==> src/rtl/scpj_pkg.sv <==
// Shared types, constants and arithmetic helpers of the subcarrier phase pi-jump remover.
package scpj_pkg;

  // Block dimensions.
  localparam int NUM_ANTENNAS  = 4;
  localparam int HISTORY_DEPTH = 4;
  localparam int SUBCARRIERS   = 64;
  localparam int MAX_ANT       = 4;
  localparam int IDX_W         = $clog2(SUBCARRIERS);

  // Datapath widths: phases are Q4.12, differences are formed at 18 bits.
  localparam int PHASE_W = 16;
  localparam int DIFF_W  = 18;
  localparam int MAG_W   = 17;
  localparam int ADDR_W  = 3;
  localparam int DATA_W  = 32;

  typedef logic signed [PHASE_W-1:0] phase_t;
  typedef logic [MAG_W-1:0]          mag_t;

  // Fixed-point constants.
  localparam phase_t                    PI_PHASE    = 16'sd12868;
  localparam logic signed [DIFF_W-1:0] PI_Q        = 18'sd12868;
  localparam mag_t                      MAG_LIMIT_Q = 17'd7373;
  localparam logic signed [DIFF_W-1:0] SAT_MAX     = 18'sd32767;
  localparam logic signed [DIFF_W-1:0] SAT_MIN     = -18'sd32768;

  // Subcarrier index landmarks.
  localparam logic [IDX_W-1:0] IDX_FIRST = IDX_W'(6);
  localparam logic [IDX_W-1:0] IDX_MID   = IDX_W'(32);
  localparam logic [IDX_W-1:0] IDX_LAST  = IDX_W'(58);
  localparam logic [IDX_W-1:0] IDX_WRAP  = IDX_W'(SUBCARRIERS - 1);

  // Item classes decided in the front stage.
  localparam logic [1:0] CLS_BYPASS = 2'd0;
  localparam logic [1:0] CLS_NULL   = 2'd1;
  localparam logic [1:0] CLS_FIRST  = 2'd2;
  localparam logic [1:0] CLS_TRACK  = 2'd3;

  // Register indexes of the configuration port.
  localparam logic REG_ENABLE = 1'b0;
  localparam logic REG_OFFSET = 1'b1;

  // One classified item on its way from the front to the back stage.
  typedef struct packed {
    logic [1:0]                 cls;
    phase_t [MAX_ANT-1:0]       x;
  } item_t;

  // Queue status seen by the front and back stages and the checks.
  typedef struct packed {
    logic       full;
    logic       empty;
    logic [1:0] count;
  } q_status_t;

  // Absolute difference of two phases, exact in 17 bits.
  function automatic mag_t abs_diff(phase_t a, phase_t b);
    logic signed [DIFF_W-1:0] d;
    d = $signed({{2{a[PHASE_W-1]}}, a}) - $signed({{2{b[PHASE_W-1]}}, b});
    abs_diff = d[DIFF_W-1] ? mag_t'(-d) : mag_t'(d);
  endfunction

  // Magnitude of one phase, exact in 17 bits.
  function automatic mag_t abs_phase(phase_t x);
    mag_t m;
    m = {x[PHASE_W-1], x};
    abs_phase = x[PHASE_W-1] ? -m : m;
  endfunction

  // Shift by pi down (down = 1) or up, saturated to 16 bits.
  function automatic phase_t shift_pi(phase_t x, logic down);
    logic signed [DIFF_W-1:0] s;
    s = down ? ($signed({{2{x[PHASE_W-1]}}, x}) - PI_Q)
             : ($signed({{2{x[PHASE_W-1]}}, x}) + PI_Q);
    if (s > SAT_MAX) begin
      shift_pi = 16'sh7fff;
    end else if (s < SAT_MIN) begin
      shift_pi = 16'sh8000;
    end else begin
      shift_pi = s[PHASE_W-1:0];
    end
  endfunction

endpackage

==> src/rtl/scpj_ifs.sv <==
// Channel interfaces: antenna phases in, corrected phases and null flag out.
interface scpj_in_if;
  logic             valid;
  logic             ready;
  scpj_pkg::phase_t phase_ant0;
  scpj_pkg::phase_t phase_ant1;
  scpj_pkg::phase_t phase_ant2;
  scpj_pkg::phase_t phase_ant3;

  modport source (output valid, output phase_ant0, output phase_ant1,
                  output phase_ant2, output phase_ant3, input ready);
  modport sink   (input valid, input phase_ant0, input phase_ant1,
                  input phase_ant2, input phase_ant3, output ready);
endinterface

interface scpj_out_if;
  logic             valid;
  logic             ready;
  scpj_pkg::phase_t fixed_ant0;
  scpj_pkg::phase_t fixed_ant1;
  scpj_pkg::phase_t fixed_ant2;
  scpj_pkg::phase_t fixed_ant3;
  logic             null_nonzero;

  modport source (output valid, output fixed_ant0, output fixed_ant1,
                  output fixed_ant2, output fixed_ant3, output null_nonzero,
                  input ready);
  modport sink   (input valid, input fixed_ant0, input fixed_ant1,
                  input fixed_ant2, input fixed_ant3, input null_nonzero,
                  output ready);
endinterface

==> src/rtl/scpj_front.sv <==
// Front stage: accepts items, tracks the subcarrier index and classifies each item.
module scpj_front (
  input  logic                          clk,
  input  logic                          rst_n,
  input  logic                          enable,
  scpj_in_if.sink                       in_ch,
  input  scpj_pkg::q_status_t           q_stat,
  output logic                          push,
  output scpj_pkg::item_t               push_item,
  output logic [scpj_pkg::IDX_W-1:0]    index
);
  import scpj_pkg::*;

  logic [IDX_W-1:0] idx_r;
  logic [IDX_W-1:0] idx_nxt;
  logic [1:0]       cls;

  // Accept whenever the queue has room.
  assign in_ch.ready = !q_stat.full;
  assign push        = in_ch.valid && in_ch.ready;
  assign index       = idx_r;

  // Subcarrier counter, wrapping after the last subcarrier.
  always_comb begin
    idx_nxt = idx_r;
    if (push) begin
      idx_nxt = (idx_r == IDX_WRAP) ? '0 : idx_r + IDX_W'(1);
    end
  end

  always_ff @(posedge clk) begin
    if (!rst_n) begin
      idx_r <= '0;
    end else begin
      idx_r <= idx_nxt;
    end
  end

  // When enabled, classify by index: null and guard carriers, the first data carrier, the rest; else bypass.
  always_comb begin
    if (!enable) begin
      cls = CLS_BYPASS;
    end else if (idx_r < IDX_FIRST || idx_r == IDX_MID || idx_r > IDX_LAST) begin
      cls = CLS_NULL;
    end else if (idx_r == IDX_FIRST) begin
      cls = CLS_FIRST;
    end else begin
      cls = CLS_TRACK;
    end
  end

  // Pack the item for the queue.
  always_comb begin
    push_item.cls  = cls;
    push_item.x[0] = in_ch.phase_ant0;
    push_item.x[1] = in_ch.phase_ant1;
    push_item.x[2] = in_ch.phase_ant2;
    push_item.x[3] = in_ch.phase_ant3;
  end

endmodule

==> src/rtl/scpj_queue.sv <==
// Two-entry queue that decouples the front stage from the back stage.
module scpj_queue (
  input  logic                 clk,
  input  logic                 rst_n,
  input  logic                 push,
  input  scpj_pkg::item_t      push_item,
  input  logic                 pop,
  output scpj_pkg::item_t      pop_item,
  output scpj_pkg::q_status_t  q_stat
);
  import scpj_pkg::*;

  item_t      mem_r [2];
  logic       wr_ptr_r;
  logic       wr_ptr_nxt;
  logic       rd_ptr_r;
  logic       rd_ptr_nxt;
  logic [1:0] count_r;
  logic [1:0] count_nxt;

  assign q_stat.full  = (count_r == 2'd2);
  assign q_stat.empty = (count_r == 2'd0);
  assign q_stat.count = count_r;
  assign pop_item     = mem_r[rd_ptr_r];

  // Pointer and fill-count update.
  always_comb begin
    wr_ptr_nxt = push ? !wr_ptr_r : wr_ptr_r;
    rd_ptr_nxt = pop ? !rd_ptr_r : rd_ptr_r;
    count_nxt  = count_r + {1'b0, push} - {1'b0, pop};
  end

  always_ff @(posedge clk) begin
    if (!rst_n) begin
      wr_ptr_r <= 1'b0;
      rd_ptr_r <= 1'b0;
      count_r  <= 2'd0;
    end else begin
      wr_ptr_r <= wr_ptr_nxt;
      rd_ptr_r <= rd_ptr_nxt;
      count_r  <= count_nxt;
    end
  end

  // Entry storage.
  always_ff @(posedge clk) begin
    if (push) begin
      mem_r[wr_ptr_r] <= push_item;
    end
  end

endmodule

==> src/rtl/scpj_back.sv <==
// Back stage: history search, pi correction, history update and the output register.
module scpj_back (
  input  logic                 clk,
  input  logic                 rst_n,
  input  scpj_pkg::mag_t       tol,
  input  scpj_pkg::q_status_t  q_stat,
  input  scpj_pkg::item_t      pop_item,
  output logic                 pop,
  scpj_out_if.source           out_ch
);
  import scpj_pkg::*;

  phase_t hist_r   [NUM_ANTENNAS][HISTORY_DEPTH];
  phase_t hist_nxt [NUM_ANTENNAS][HISTORY_DEPTH];
  phase_t x        [MAX_ANT];
  phase_t y        [MAX_ANT];
  logic   flag;
  phase_t fixed_r  [MAX_ANT];
  logic   flag_r;
  logic   out_valid_r;

  // Take the next item when the output register is free or being emptied.
  assign pop = !q_stat.empty && (!out_valid_r || out_ch.ready);

  // Correction of one item.
  always_comb begin
    logic   found;
    phase_t h;
    flag  = 1'b0;
    found = 1'b0;
    h     = '0;
    for (int a = 0; a < MAX_ANT; a++) begin
      x[a] = $signed(pop_item.x[a]);
      y[a] = '0;
    end
    for (int a = 0; a < NUM_ANTENNAS; a++) begin
      for (int l = 0; l < HISTORY_DEPTH; l++) begin
        hist_nxt[a][l] = hist_r[a][l];
      end
    end
    case (pop_item.cls)
      CLS_NULL: begin
        for (int a = 0; a < NUM_ANTENNAS; a++) begin
          y[a] = x[a];
          if (x[a] != '0) begin
            flag = 1'b1;
          end
        end
      end
      CLS_FIRST: begin
        // Antenna 0 against the magnitude limit, the others against antenna 0.
        y[0] = (abs_phase(x[0]) >= MAG_LIMIT_Q) ? shift_pi(x[0], x[0] > 16'sd0) : x[0];
        for (int a = 1; a < NUM_ANTENNAS; a++) begin
          y[a] = (abs_diff(x[a], x[0]) > tol) ? shift_pi(x[a], x[a] > x[0]) : x[a];
        end
        for (int a = 0; a < NUM_ANTENNAS; a++) begin
          for (int l = 0; l < HISTORY_DEPTH; l++) begin
            hist_nxt[a][l] = y[a];
          end
        end
      end
      CLS_TRACK: begin
        // Newest entry beyond the tolerance wins; oldest is scanned first.
        for (int a = 0; a < NUM_ANTENNAS; a++) begin
          found = 1'b0;
          h     = '0;
          for (int l = 0; l < HISTORY_DEPTH; l++) begin
            if (abs_diff(x[a], hist_r[a][l]) > tol) begin
              found = 1'b1;
              h     = hist_r[a][l];
            end
          end
          y[a] = found ? shift_pi(x[a], x[a] >= h) : x[a];
          for (int l = 0; l < HISTORY_DEPTH - 1; l++) begin
            hist_nxt[a][l] = hist_r[a][l+1];
          end
          hist_nxt[a][HISTORY_DEPTH-1] = y[a];
        end
      end
      default: begin
        for (int a = 0; a < NUM_ANTENNAS; a++) begin
          y[a] = x[a];
        end
      end
    endcase
  end

  // Phase history, updated only when an item is taken.
  always_ff @(posedge clk) begin
    if (!rst_n) begin
      for (int a = 0; a < NUM_ANTENNAS; a++) begin
        for (int l = 0; l < HISTORY_DEPTH; l++) begin
          hist_r[a][l] <= '0;
        end
      end
    end else if (pop) begin
      hist_r <= hist_nxt;
    end
  end

  // Output register valid flag.
  always_ff @(posedge clk) begin
    if (!rst_n) begin
      out_valid_r <= 1'b0;
    end else if (pop) begin
      out_valid_r <= 1'b1;
    end else if (out_ch.ready) begin
      out_valid_r <= 1'b0;
    end
  end

  // Output register payload.
  always_ff @(posedge clk) begin
    if (pop) begin
      fixed_r <= y;
      flag_r  <= flag;
    end
  end

  assign out_ch.valid        = out_valid_r;
  assign out_ch.fixed_ant0   = fixed_r[0];
  assign out_ch.fixed_ant1   = fixed_r[1];
  assign out_ch.fixed_ant2   = fixed_r[2];
  assign out_ch.fixed_ant3   = fixed_r[3];
  assign out_ch.null_nonzero = flag_r;

endmodule

==> src/rtl/subcarrier_phase_pi_jump_remover.sv <==
// Top level of the subcarrier phase pi-jump remover with its register port.
// The block takes one item per clock cycle, sustained, while the output is ready,
// and delivers its result through the queue and the output register: the front stage
// classifies the item by subcarrier index into a two-entry queue, and the back stage
// searches the four-entry phase history of each antenna, applies the pi correction and
// updates the history as it takes the item. Stalls on either side are absorbed by the
// queue and the output register. The history resets to zero at once; there is no
// clearing pass. Registers: enable at byte address 0 (reset 1) and the jump offset
// at byte address 4 (reset 0); both are to be written only while the block is idle.
module subcarrier_phase_pi_jump_remover (
  input  logic                          clk,
  input  logic                          rst_n,
  scpj_in_if.sink                       in_ch,
  scpj_out_if.source                    out_ch,
  input  logic                          psel,
  input  logic                          penable,
  input  logic                          pwrite,
  input  logic [scpj_pkg::ADDR_W-1:0]   paddr,
  input  logic [scpj_pkg::DATA_W-1:0]   pwdata,
  output logic [scpj_pkg::DATA_W-1:0]   prdata,
  output logic                          pready
);
  import scpj_pkg::*;

  logic             enable_r;
  phase_t           jump_offset_r;
  logic             reg_sel;
  logic             wr_en;
  mag_t             tol;
  q_status_t        q_stat;
  logic             q_push;
  logic             q_pop;
  item_t            push_item;
  item_t            pop_item;
  logic [IDX_W-1:0] index;

  // Register port: writes complete in the access cycle, no wait states.
  assign pready  = 1'b1;
  assign reg_sel = paddr[ADDR_W-1];
  assign wr_en   = psel && penable && pwrite && pready;

  always_ff @(posedge clk) begin
    if (!rst_n) begin
      enable_r      <= 1'b1;
      jump_offset_r <= '0;
    end else if (wr_en) begin
      case (reg_sel)
        REG_ENABLE: enable_r      <= pwdata[0];
        REG_OFFSET: jump_offset_r <= pwdata[PHASE_W-1:0];
        default:    enable_r      <= enable_r;
      endcase
    end
  end

  always_comb begin
    case (reg_sel)
      REG_ENABLE: prdata = {{(DATA_W-1){1'b0}}, enable_r};
      REG_OFFSET: prdata = {{(DATA_W-PHASE_W){jump_offset_r[PHASE_W-1]}},
                            jump_offset_r};
      default:    prdata = '0;
    endcase
  end

  // Jump tolerance: distance between pi and the jump offset.
  assign tol = abs_diff(PI_PHASE, jump_offset_r);

  scpj_front u_front (
    .clk       (clk),
    .rst_n     (rst_n),
    .enable    (enable_r),
    .in_ch     (in_ch),
    .q_stat    (q_stat),
    .push      (q_push),
    .push_item (push_item),
    .index     (index)
  );

  scpj_queue u_queue (
    .clk       (clk),
    .rst_n     (rst_n),
    .push      (q_push),
    .push_item (push_item),
    .pop       (q_pop),
    .pop_item  (pop_item),
    .q_stat    (q_stat)
  );

  scpj_back u_back (
    .clk      (clk),
    .rst_n    (rst_n),
    .tol      (tol),
    .q_stat   (q_stat),
    .pop_item (pop_item),
    .pop      (q_pop),
    .out_ch   (out_ch)
  );

  // The front stage never pushes into a full queue.
  a_no_overflow: assert property (@(posedge clk) disable iff (!rst_n)
    !(q_push && q_stat.full))
    else $error("item pushed into a full queue");

  // The queue fill count follows pushes and pops.
  a_count_track: assert property (@(posedge clk) disable iff (!rst_n)
    $past(rst_n) |-> (q_stat.count ==
      $past(q_stat.count) + {1'b0, $past(q_push)} - {1'b0, $past(q_pop)}))
    else $error("queue fill count out of step with pushes and pops");

  // The subcarrier index advances by one on every accepted item short of the wrap.
  a_index_step: assert property (@(posedge clk) disable iff (!rst_n)
    (q_push && index != IDX_WRAP) |=> (index == $past(index) + IDX_W'(1)))
    else $error("subcarrier index did not advance");

endmodule
==> src/flat_wrapper.sv <==
// flat-port wrapper written by rule: the top's interface ports become plain ports
module subcarrier_phase_pi_jump_remover_flat import scpj_pkg::*;
  (clk, rst_n, psel, penable, pwrite, paddr, pwdata, prdata, pready, in_ch_valid, in_ch_phase_ant0, in_ch_phase_ant1, in_ch_phase_ant2, in_ch_phase_ant3, in_ch_ready, out_ch_valid, out_ch_fixed_ant0, out_ch_fixed_ant1, out_ch_fixed_ant2, out_ch_fixed_ant3, out_ch_null_nonzero, out_ch_ready);
  scpj_in_if in_ch_i ();
  scpj_out_if out_ch_i ();
  input  logic clk;
  input  logic rst_n;
  input  logic psel;
  input  logic penable;
  input  logic pwrite;
  input  logic [scpj_pkg::ADDR_W-1:0] paddr;
  input  logic [scpj_pkg::DATA_W-1:0] pwdata;
  output logic [scpj_pkg::DATA_W-1:0] prdata;
  output logic pready;
  input wire logic [$bits(in_ch_i.valid)-1:0] in_ch_valid;
  input wire logic [$bits(in_ch_i.phase_ant0)-1:0] in_ch_phase_ant0;
  input wire logic [$bits(in_ch_i.phase_ant1)-1:0] in_ch_phase_ant1;
  input wire logic [$bits(in_ch_i.phase_ant2)-1:0] in_ch_phase_ant2;
  input wire logic [$bits(in_ch_i.phase_ant3)-1:0] in_ch_phase_ant3;
  output wire logic [$bits(in_ch_i.ready)-1:0] in_ch_ready;
  output wire logic [$bits(out_ch_i.valid)-1:0] out_ch_valid;
  output wire logic [$bits(out_ch_i.fixed_ant0)-1:0] out_ch_fixed_ant0;
  output wire logic [$bits(out_ch_i.fixed_ant1)-1:0] out_ch_fixed_ant1;
  output wire logic [$bits(out_ch_i.fixed_ant2)-1:0] out_ch_fixed_ant2;
  output wire logic [$bits(out_ch_i.fixed_ant3)-1:0] out_ch_fixed_ant3;
  output wire logic [$bits(out_ch_i.null_nonzero)-1:0] out_ch_null_nonzero;
  input wire logic [$bits(out_ch_i.ready)-1:0] out_ch_ready;
  assign in_ch_i.valid = in_ch_valid;
  assign in_ch_i.phase_ant0 = in_ch_phase_ant0;
  assign in_ch_i.phase_ant1 = in_ch_phase_ant1;
  assign in_ch_i.phase_ant2 = in_ch_phase_ant2;
  assign in_ch_i.phase_ant3 = in_ch_phase_ant3;
  assign in_ch_ready = in_ch_i.ready;
  assign out_ch_valid = out_ch_i.valid;
  assign out_ch_fixed_ant0 = out_ch_i.fixed_ant0;
  assign out_ch_fixed_ant1 = out_ch_i.fixed_ant1;
  assign out_ch_fixed_ant2 = out_ch_i.fixed_ant2;
  assign out_ch_fixed_ant3 = out_ch_i.fixed_ant3;
  assign out_ch_null_nonzero = out_ch_i.null_nonzero;
  assign out_ch_i.ready = out_ch_ready;
  subcarrier_phase_pi_jump_remover u_core (.clk(clk), .rst_n(rst_n), .in_ch(in_ch_i), .out_ch(out_ch_i), .psel(psel), .penable(penable), .pwrite(pwrite), .paddr(paddr), .pwdata(pwdata), .prdata(prdata), .pready(pready));
endmodule
==> config.mk <==
export PLATFORM = sky130hd
export DESIGN_NAME = subcarrier_phase_pi_jump_remover_flat
export DESIGN_NICKNAME = d
export VERILOG_FILES = /design/src/rtl/scpj_pkg.sv /design/src/rtl/scpj_ifs.sv /design/src/rtl/scpj_front.sv /design/src/rtl/scpj_queue.sv /design/src/rtl/scpj_back.sv /design/src/rtl/subcarrier_phase_pi_jump_remover.sv /design/src/flat_wrapper.sv
export SDC_FILE = /design/constraint.sdc
export NUM_CORES = 2
export LEC_CHECK = 0
export ABC_AREA = 1
export BUFFER_PORTS_ARGS = -buffer_cell sky130_fd_sc_hd__buf_4
export CAP_MARGIN = 10
export CELL_PAD_IN_SITES_DETAIL_PLACEMENT = 2
export CELL_PAD_IN_SITES_GLOBAL_PLACEMENT = 2
export CORE_MARGIN = 2
export CORE_UTILIZATION = 35
export DETAILED_ROUTE_END_ITERATION = 10
export PLACE_DENSITY = 0.79
export SLEW_MARGIN = 5
export SYNTH_ARGS = -nofsm -noshare
export SYNTH_HDL_FRONTEND = slang
export SYNTH_SLANG_ARGS = --single-unit
==> constraint.sdc <==
create_clock -name clk -period 8.56 [get_ports clk]
set_clock_uncertainty 0.15 [all_clocks]
set_input_delay 2.568 -clock clk [delete_from_list [all_inputs] [get_ports clk]]
set_output_delay 2.568 -clock clk [all_outputs]
set_load 0.01 [all_outputs]
==> summary.md <==
| Metric | Value |
|---|---|
| Synth unique cells | 62 |
| Crit path max fanout | 11 |
| Flop2flop setup slack | 160 ps |
| H-tree Lvls | 3 |
| # IOs | 206 |
| Multiplexer share of the synthesized area | 0.00279 |
| Post-Syn Area | 61900 sq um |
| Wirelength, routed | 316 mm |
| Grt total ovfl | 0 |
| CP max stage cell | dfxtp_4 |
| CTS tree | done |
| Yosys Warn Count | 0 |
| Sequential share of the synthesized area | 0.188 |
| Drt initial violations | 4158 |
| Die width | 424 um |
| Simple-gate share of the synthesized area | 0.308 |
| R2R cell count | 49 |
| Top cell by count, worst path | nand2_1 |
| Final hold vios | 0 |
| Largest family of logic cells by synthesized area | simple AND/OR/NAND/NOR gates |
| Max-Cap Viols | 0 |
| Hold crit path type | reg2reg |
| Detail Route Antenna Nets | 0 |
| Placer Congestion | 0.919 |
| Clk pin slew, worst setup/hold paths | 60 ps |
| DR WL/cell | 25.2 um |
| Hold Path Stages | 1 |
| Port bufs | 186 |
| RSZ-0062 raised after global routing | true |
| Pin count of the biggest net entering global routing | 140 |
| Top Usage Layer GRT | met2 |
| WP data required | 8850 ps |
| Met2 Resource Use GR | 0.591 |
| Initial antenna violation count | 11 |
| GRT Overall Usage | 0.336 |
| Max incr delay on CP | 470 ps |
| Hold Path Origin | u_core.u_queue.rd_ptr_r$_SDFFE_PN0P_ |
| Die height | 424 um |
| Initial Util | 0.352 |
| Worst skew pair latency | 730 ps |
| Nature of the critical path startpoint | register |
| Overall die area | 180000 sq um |
| Via count | 71600 |
| Filler Cells Inserted | 21400 |
| Synthesized-area fraction occupied by adder cells | 0.154 |
| Worst R2R End | u_core.u_back.out_ch.fixed_ant0[13]$_DFFE_PP_ |
| Slew @ Worst Pin | 1200 ps |
| Fraction of registers with async set/reset | 0 |
| Grt met1 use | 0.408 |
| Clock buffer depth | 3 |
| Reg area | 11600 sq um |
| Global-route wire length before repair | 468 mm |
| Root buf cell | clkbuf_16 |
| Crit path time final | 8400 ps |
| Setup Viol. Count Final | 0 |
| Max-slew violation count | 0 |
| Met3 usage | 0.0290 |
| Post-synth top area share | 0.162 |
| Synth Flop Type | dfxtp_1 |
| WS Path Type | reg2reg |
| Critical Path End Type | register |
| Synth top area cells | nand2_1, ha_1, edfxtp_1 |
| Crit share post-route | 0.981 |
| Number of global-route vias before repair | 76500 |
| Synth area leader | nand2_1 |
| Status | finished clean |
| Dpl hpwl | 243 mm |
| Core ar. | 176000 sq um |
| Num rows | 154 |
| Multi-input gate area | 45700 sq um |
| Post-synth EDFFs | 197 |
| DRC | 0 |
| Fmax | 0.119 GHz |
| Compound-gate portion of the synthesized area | 0.177 |
| Area delta synth->final | 16.6% |
| Share of layout cells above drive strength 1 | 0.120 |
| XOR/XNOR Fraction of Synth Area | 0.0759 |
| Final core utilization | 0.410 |
| Nets@finish | 11000 |
| Detailed Routing Iterations Pass 1 | 5 |
| Seq cells post-synth | 482 |
| Mapped Cells | 9756 |
| CP Data Arrival Time | 8690 ps |
| Total CTS buffers | 69 |
| Vias per cell | 5.69 |
| Avg Cell Area, Syn | 6.34 sq um |
| Max_slew headroom | 0.199 |
| Sink Count | 482 |
[final cells by class]
class | count | area share
well taps | 2340 | 0.0406
inverters | 1190 | 0.0628
flip-flops and latches | 482 | 0.161
clock buffers | 91 | 0.0280
repair buffers | 593 | 0.0680
diodes | 4 | 0.000139
clock inverters | 35 | 0.00608
multi-input cells | 7828 | 0.633
repair inverters | 2 | 0.000225
[per-layer routing]
metal	vias to the layer above	part of all wire
met5	-	0.000060
met3	667	0.036
met4	2	0.060
met1	36100	0.42
met2	1628	0.48
li1	33200	-
[logic make-up (layout without fill, tap and decap cells)]
logic type                 Yosys count  after routing
and+or+nand+nor                   4520           4520
buffers and inverters             1465           1911
adders and majority gates          750            750
other                                1             24
muxes                               17             17
DFF                                482            482
AOI/OAI and AO/OA                 1985           1985
xor gates and xnor gates           536            536
[through the flow]
stage	TNS [ps]	hold WS (ps)	setup WS, ps	std cells	instance area [sq um]
6_report	0	313	162	12600	72200
5_1_grt	-5790	343	-278	12600	72200
4_1_cts	0	313	2.08	12500	70500
3_5_place_dp	-16940	308	-538	12400	67800
3_3_place_gp	-2380	287	-204	12400	67800
2_1_floorplan	0	276	880	9775	61900
[worst max-delay path: cells and delay by family (launching register included)]
family                   cells  cell delay (ps)
buffers and inverters        9             1290
AO/OA/AOI/OAI                7             1250
AND/OR/NAND/NOR             28             3600
XOR/XNOR                     1              130
adder cells (fa/ha/maj)      4             1190
flip-flops                   1              470
[cells in the final DEF (no fill, tap or decap), types with 21 or more instances in the layout]
cell type,netlist,final
edfxtp_1,197,197
o21ai_0,719,683
nand4_1,162,162
nor2_2,21,45
o211ai_1,103,103
a31oi_1,28,27
or2_2,43,43
inv_1,1147,1122
o21ai_2,12,21
clkbuf_16,0,79
dfxtp_1,285,283
nand3_1,593,579
buf_4,34,541
o21ai_1,23,46
nand2_1,2668,2633
nand3b_1,33,33
ha_1,731,716
a21oi_1,897,869
xnor2_1,152,130
a21boi_0,30,23
nor2_1,738,704
inv_2,30,48
xor2_1,384,367
nand2_2,89,111
nor3_1,113,92
nand2_4,14,27
xnor2_2,0,21
a21o_1,39,39
a21oi_2,33,58
buf_12,1,24
[cells in the mapped netlist (19+ instances only)]
library cell,instances
nor4_1,19
buf_2,33
buf_4,34
xnor2_1,152
nand2_1,2668
nor2_2,21
a21oi_1,897
o211ai_1,103
fa_1,19
xor2_1,384
nor3_1,113
nand2_2,89
nand4_1,162
nand3b_1,33
a21o_1,39
o21ai_0,719
nand3_1,593
nor2_1,738
clkbuf_1,177
a21oi_2,33
or2_2,43
a31oi_1,28
buf_6,21
o21ai_1,23
dfxtp_1,285
edfxtp_1,197
inv_1,1147
inv_2,30
a21boi_0,30
ha_1,731
[how the worst max path moves through the flow]
stage                                               from                                       endpoint  cells after the start
finish                                          register  u_core.u_back.out_ch.fixed_ant0[13]$_DFFE_PP_                     49
floorplan           u_core.jump_offset_r[0]$_SDFFE_PN0P_  u_core.u_back.out_ch.fixed_ant3[14]$_DFFE_PP_                     43
global placement                                register  u_core.u_back.out_ch.fixed_ant1[11]$_DFFE_PP_                     47
CTS                                             register  u_core.u_back.out_ch.fixed_ant2[10]$_DFFE_PP_                     44
global route                                    register   u_core.u_back.out_ch.fixed_ant0[8]$_DFFE_PP_                     51
detailed placement                              register  u_core.u_back.out_ch.fixed_ant1[11]$_DFFE_PP_                     44
[state kept, by name, summed over array words and instances (netlist names), named ones only]
| signal | flops |
|---|---|
| u_core.enable_r | 1 |
| u_core.jump_offset_r | 16 |
| u_core.u_back.hist_r | 256 |
| u_core.u_back.out_ch.fixed_ant0 | 16 |
| u_core.u_back.out_ch.fixed_ant1 | 16 |
| u_core.u_back.out_ch.fixed_ant2 | 16 |
| u_core.u_back.out_ch.fixed_ant3 | 16 |
| u_core.u_back.out_ch.null_nonzero | 1 |
| u_core.u_back.out_ch.valid | 1 |
| u_core.u_front.index | 6 |
| u_core.u_queue.count_r | 2 |
| u_core.u_queue.mem_r | 132 |
| u_core.u_queue.rd_ptr_r | 1 |
| u_core.u_queue.wr_ptr_r | 1 |
[timing repair]
item	in CTS	in global routing
pin swaps	3	57
hold buffers	0	0
buffers inserted	5	64
gates resized for setup	48	299
cloned	0	4
setup endpoints to repair	118	128
hold endpoints to repair	0	0
Power is not shown: default switching activity piles up to over one toggle a cycle in this logic, so the estimate is an artifact.
